**config.mk**
```make
export PLATFORM = sky130hd
export DESIGN_NAME = crs_ctrl
export DESIGN_NICKNAME = d
export VERILOG_FILES = /design/src/rtl/crs_pkg.sv /design/src/rtl/crs_ctrl.sv
export SDC_FILE = /design/constraint.sdc
export NUM_CORES = 1
export LEC_CHECK = 0
export ABC_AREA = 1
export ABC_CLOCK_PERIOD_IN_PS = 1280
export BUFFER_PORTS_ARGS = -buffer_cell sky130_fd_sc_hd__buf_4
export CAP_MARGIN = 20
export CORE_UTILIZATION = 45
export CTS_CLUSTER_DIAMETER = 120
export DETAILED_ROUTE_END_ITERATION = 8
export PLACE_DENSITY = 0.74
export SYNTH_ARGS = -nofsm -noshare
export SYNTH_HDL_FRONTEND = slang
export SYNTH_SLANG_ARGS = --single-unit
export TNS_END_PERCENT = 10
```
**constraint.sdc**
```tcl
create_clock -name aclk -period 1.28 [get_ports aclk]
set_input_delay 0.128 -clock aclk [delete_from_list [all_inputs] [get_ports aclk]]
set_output_delay 0.128 -clock aclk [all_outputs]
set_load 0.01 [all_outputs]
```
**src/rtl/crs_pkg.sv**
```systemverilog
// crs_pkg: shared types, codes and arithmetic helpers of the catmull-rom spline evaluator
// no dependencies; used by crs_ctrl, crs_dp and the top level

package crs_pkg;

    // accumulator width: bounds the horner sums of 32-bit coordinates
    localparam int ACC_W = 37;

    typedef logic signed [ACC_W-1:0] acc_t;

    // item command codes
    localparam logic [1:0] CMD_SET    = 2'd0;
    localparam logic [1:0] CMD_APPEND = 2'd1;
    localparam logic [1:0] CMD_EVAL   = 2'd2;
    localparam logic [1:0] CMD_NONE   = 2'd3;

    // coefficient selects
    localparam logic [1:0] COEF_C0 = 2'd0;
    localparam logic [1:0] COEF_C1 = 2'd1;
    localparam logic [1:0] COEF_C2 = 2'd2;
    localparam logic [1:0] COEF_C3 = 2'd3;

    localparam acc_t ACC_MAX = acc_t'(32'sh7fff_ffff);
    localparam acc_t ACC_MIN = acc_t'(32'sh8000_0000);

    typedef struct packed {
        logic       clr_en;
        logic       load_in;
        logic       wr_en;
        logic       seg_mul;
        logic       seg_fix;
        logic       rd_en;
        logic [1:0] rd_k;
        logic       cap_en;
        logic [1:0] cap_k;
        logic       init_acc;
        logic       mul_en;
        logic [1:0] mul_ax;
        logic       upd_en;
        logic [1:0] upd_ax;
        logic [1:0] upd_sel;
        logic       out_load;
    } crs_cmd_t;

    typedef struct packed {
        logic       clr_last;
        logic       out_free;
    } crs_sts_t;

    // uniform catmull-rom coefficient times two, exact integer
    function automatic acc_t coef(input logic signed [31:0] p0, input logic signed [31:0] p1,
                                  input logic signed [31:0] p2, input logic signed [31:0] p3,
                                  input logic [1:0] sel);
        acc_t e0, e1, e2, e3, r;
        e0 = acc_t'(p0);
        e1 = acc_t'(p1);
        e2 = acc_t'(p2);
        e3 = acc_t'(p3);
        unique case (sel)
            COEF_C0: r = e1 <<< 1;
            COEF_C1: r = e2 - e0;
            COEF_C2: r = (e0 <<< 1) - (e1 <<< 2) - e1 + (e2 <<< 2) - e3;
            default: r = (e1 <<< 1) + e1 - (e2 <<< 1) - e2 + e3 - e0;
        endcase
        return r;
    endfunction

    // floor((a+1)/2) saturated to 32 bits
    function automatic logic [31:0] half_sat(input acc_t a);
        acc_t h;
        h = (a + acc_t'(1)) >>> 1;
        if (h > ACC_MAX) h = ACC_MAX;
        else if (h < ACC_MIN) h = ACC_MIN;
        return h[31:0];
    endfunction

endpackage

```
**src/rtl/crs_ctrl.sv**
```systemverilog
// crs_ctrl: sequencer of the spline evaluator (clear pass, writes, segment, reads, horner)
// depends on crs_pkg

module crs_ctrl (
    input  logic            aclk,
    input  logic            aresetn,
    input  logic            s_valid,
    input  logic [1:0]      s_cmd,
    output logic            s_ready,
    input  crs_pkg::crs_sts_t sts,
    output crs_pkg::crs_cmd_t cmd
);
    import crs_pkg::*;

    localparam logic [3:0] S_CLR  = 4'd0;
    localparam logic [3:0] S_IDLE = 4'd1;
    localparam logic [3:0] S_WR   = 4'd2;
    localparam logic [3:0] S_SEG  = 4'd3;
    localparam logic [3:0] S_FIX  = 4'd4;
    localparam logic [3:0] S_RD   = 4'd5;
    localparam logic [3:0] S_INIT = 4'd6;
    localparam logic [3:0] S_HORN = 4'd7;
    localparam logic [3:0] S_OUT  = 4'd8;

    logic [3:0] state_reg, state_next;
    logic [2:0] k_reg, k_next;
    logic [1:0] ax_reg, ax_next;
    logic [1:0] st_reg, st_next;
    logic       pend_reg, pend_next;
    logic [1:0] pax_reg, pax_next;
    logic [1:0] pst_reg, pst_next;

    always_comb begin
        state_next = state_reg;
        k_next     = k_reg;
        ax_next    = ax_reg;
        st_next    = st_reg;
        pend_next  = 1'b0;
        pax_next   = ax_reg;
        pst_next   = st_reg;
        cmd        = '0;
        s_ready    = 1'b0;
        unique case (state_reg)
            S_CLR: begin
                cmd.clr_en = 1'b1;
                if (sts.clr_last) state_next = S_IDLE;
            end
            S_IDLE: begin
                s_ready = 1'b1;
                if (s_valid) begin
                    cmd.load_in = 1'b1;
                    if (s_cmd == CMD_SET || s_cmd == CMD_APPEND) state_next = S_WR;
                    else if (s_cmd == CMD_EVAL) state_next = S_SEG;
                end
            end
            S_WR: begin
                cmd.wr_en  = 1'b1;
                state_next = S_IDLE;
            end
            S_SEG: begin
                cmd.seg_mul = 1'b1;
                state_next  = S_FIX;
            end
            S_FIX: begin
                cmd.seg_fix = 1'b1;
                k_next      = 3'd0;
                state_next  = S_RD;
            end
            S_RD: begin
                cmd.rd_en  = ~k_reg[2];
                cmd.rd_k   = k_reg[1:0];
                cmd.cap_en = (k_reg != 3'd0);
                cmd.cap_k  = 2'(k_reg - 3'd1);
                k_next     = k_reg + 3'd1;
                if (k_reg[2]) state_next = S_INIT;
            end
            S_INIT: begin
                cmd.init_acc = 1'b1;
                ax_next      = 2'd0;
                st_next      = 2'd0;
                state_next   = S_HORN;
            end
            S_HORN: begin
                // one product per cycle, round-robin over axes; its sum lands in the following cycle
                cmd.mul_en  = (st_reg != 2'd3);
                cmd.mul_ax  = ax_reg;
                cmd.upd_en  = pend_reg;
                cmd.upd_ax  = pax_reg;
                unique case (pst_reg)
                    2'd0:    cmd.upd_sel = COEF_C2;
                    2'd1:    cmd.upd_sel = COEF_C1;
                    default: cmd.upd_sel = COEF_C0;
                endcase
                pend_next = cmd.mul_en;
                if (cmd.mul_en) begin
                    if (ax_reg == 2'd2) begin
                        ax_next = 2'd0;
                        st_next = st_reg + 2'd1;
                    end else begin
                        ax_next = ax_reg + 2'd1;
                    end
                end else if (!pend_reg) begin
                    state_next = S_OUT;
                end
            end
            S_OUT: begin
                if (sts.out_free) begin
                    cmd.out_load = 1'b1;
                    state_next   = S_IDLE;
                end
            end
            default: state_next = S_IDLE;
        endcase
    end

    always_ff @(posedge aclk) begin
        if (!aresetn) begin
            state_reg <= S_CLR;
            k_reg     <= '0;
            ax_reg    <= '0;
            st_reg    <= '0;
            pend_reg  <= 1'b0;
            pax_reg   <= '0;
            pst_reg   <= '0;
        end else begin
            state_reg <= state_next;
            k_reg     <= k_next;
            ax_reg    <= ax_next;
            st_reg    <= st_next;
            pend_reg  <= pend_next;
            pax_reg   <= pax_next;
            pst_reg   <= pst_next;
        end
    end

endmodule

```
==> impl_metrics.tcl <==
set metrics [dict create \
    row_count 16 \
    route.detailed.drc 0 \
    p_switching_mw 1.05 \
    comb_power_share_pct 59.9 \
    power_density_mw_per_mm2 1580 \
    worst_path_most_repeated_cell "buf_4" \
    max_stage_delay_ps 370 \
    insertedDiodeCount 0 \
    yosysSeqAreaShare_pct 34.0 \
    post_drt_wl_per_cell_um 11.8 \
    first_iter_violations 13 \
    clock_skew_ps 3.23 \
    grt_max_degree 9 \
    numClockSinks 16 \
    synth_ff_type "dfxtp_1" \
    hold_buffers 0 \
    ant_nets 0 \
    drv_slew 0 \
    fmax_mhz 682 \
    clk_path_buf_depth 2 \
    crit_path_top_delay_cell "dfxtp_4" \
    route.vias.total 1064 \
    fin_crit_ps 1470 \
    critPathBufInv 3 \
    async_reset_ff_share_pct 0 \
    postSynthAreaPerCell_um2 6.55 \
    finalHoldViolations 0 \
    synth.net_count 154 \
    ys_ff_latch 16 \
    crit_chain "nor2_2, buf_4, inv_1, nor3_1, buf_4" \
    worst_slack_ps -187 \
    wl_mm 2.57 \
    ys_types 23 \
    cts-htree-levels 1 \
    synth.yosys.warnings 0 \
    synthTopCellsByArea "dfxtp_1 34%, inv_1 13%, nand2_1 12%" \
    yosysTopAreaCell "dfxtp_1" \
    endpoint_kind "primary output" \
    seqPwrFrac_pct 29.5 \
    synth_area_um2 943 \
    cap_violations 0 \
    die_h_um 47.8 \
    totalNegativeSetupSlack_ps -2870 \
    peakVddDrop_mv 1.41 \
    synth_edf_count 0 \
    path_max_fanout 4 \
    ctsRootBufferMaster "clkbuf_4" \
    cts_tree "yes" \
    io_pins 29 \
    status "finished with violations" \
    antenna_found_initial 0 \
    finalSetupViolations 27 \
    synth_top_area_share_pct 34.0 \
    crit_required_ps 1150 \
    clkPwrFrac_pct 10.5 \
    cpLargestDelayFamily "flip-flops" \
    die_area_mm2 0.00228 \
    drive_gt1_share_pct 46.8 \
    critical_path_class "reg -> out" \
    synth_common_cells "32 x inv_1, 29 x nand2_1, 22 x nor2_1, 16 x dfxtp_1, 11 x nand3_1" \
    rsz0062_at_grt "yes" \
    fin_util_pct 77.3 \
    p_leak_nw 0.809 \
    grt_pass1_wl_mm 3.77 \
    cts_buffers 3 \
    r2r_slack_ps -110 \
    slew-limit-headroom_pct 82.2 \
    clock_latency_ps 280 \
    start_kind "register" \
    synth.most_common_cell "inv_1" \
    dpl_cell_area_mm2 0.00123 \
    power.total_mw 2.40 \
    swShare_pct 43.8 \
    core-area_mm2 0.00196 \
    violations "setup timing" \
    die_w_um 47.8 \
    dpl.hpwl_mm 1.66 \
    tightestPinTransition_ps 267 \
    fin_nets 202 \
    overflow 0 \
    post-place-ws_ps -65.3 \
    largest_reg_flops 4 \
    n_fill_cell 139 \
    fin_area_mm2 0.00152 \
    viasPerCell 4.90 \
    first_pass_iters 4 \
    syn_inst 144 \
    path_clk_slew_ps 80 \
    io_buffer_count 28 \
    finalCritPeriodShare_pct 115 \
    place_congestion 0.841 \
    min_path_type "in -> reg" \
    grt_pass1_vias 946 \
    areaGrowthSynthToFinish_pct 60.7 \
    initial_core_util_pct 48.1 \
    arrival_ps 1340 \
    grtUsageTotal_pct 23.8 \
    p_int_mw 1.35 \
]
[cells by family after synthesis]
logic type                 count (synthesis)  share of synthesized area [%]
and+or+nand+nor                           75                           38.5
AOI/OAI and AO/OA                         14                           8.09
adders and majority gates                  3                           3.98
buffers and inverters                     36                           15.5
DFF                                       16                           34.0
[power groups by stage]
| stage | Sequential [mW] | Clock (mW) | Combinational (mW) |
|---|---|---|---|
| detailed placement | 0.648 | 0 | 1.06 |
| global placement | 0.648 | 0 | 1.05 |
| CTS | 0.683 | 0.261 | 1.32 |
| finish | 0.708 | 0.253 | 1.44 |
| global route | 0.716 | 0.293 | 1.57 |
| floorplan | 0.635 | 0 | 0.621 |
[worst paths after layout]
path                                   from                         to  cells past startpoint
setup / recovery  state_reg[2]$_SDFFE_PN0P_                    cmd[18]                      5
hold / removal                      aresetn  state_reg[2]$_SDFFE_PN0P_                      3
setup reg to reg  state_reg[0]$_SDFFE_PN0P_  state_reg[1]$_SDFFE_PN0P_                      8
hold reg to reg      ax_reg[0]$_SDFFE_PN0P_      pax_reg[0]$_SDFF_PN0_                      2
[routing by layer]
layer,vias to the layer above,global-route usage (%),part of all wire [%]
li1,529,-,-
met1,503,26.4,43
met2,28,41.9,52
met3,4,9.06,4.1
met4,0,7.22,0.89
met5,-,0,0
[placed cells by master (no fill, tap or decap), types with 3 or more instances in the layout]
master     n
nor2_1    13
nand2_4    3
nand2_1   24
nand2_2    3
a21oi_2    3
inv_2      5
nor2_4     6
buf_4     36
inv_1     27
nor2_2     7
dfxtp_1   11
nand3_1    9
clkbuf_4   3
a21oi_1    5
ha_1       3
buf_6      9
o21ai_0    3
dfxtp_4    4
[worst min-delay path, delay by kind of cell]
kind / cells / cell delay, ps
and+or+nand+nor: 2 / 100
buffers and inverters: 1 / 150
[stage by stage]
step,instances,hold WS [ps]
6_report,217,126
3_3_place_gp,205,401
4_1_cts,216,116
2_1_floorplan,144,343
5_1_grt,217,119
3_5_place_dp,205,408
[area by class of cell]
type,count,area (µm²),area share (%)
multi-input cells,93,626,41.3
repair buffers,45,372,24.5
flip-flops and latches,16,337,22.2
inverters,33,126,8.33
well taps,27,33.8,2.23
clock buffers,3,22.5,1.49
[timing repair]
item | CTS | global route
cloned | 1 | 0
buffers inserted | 7 | 1
setup endpoints to repair | 30 | 30
pin swaps | 4 | 6
gates resized for setup | 39 | 19
(Power assumes the default switching activity.)
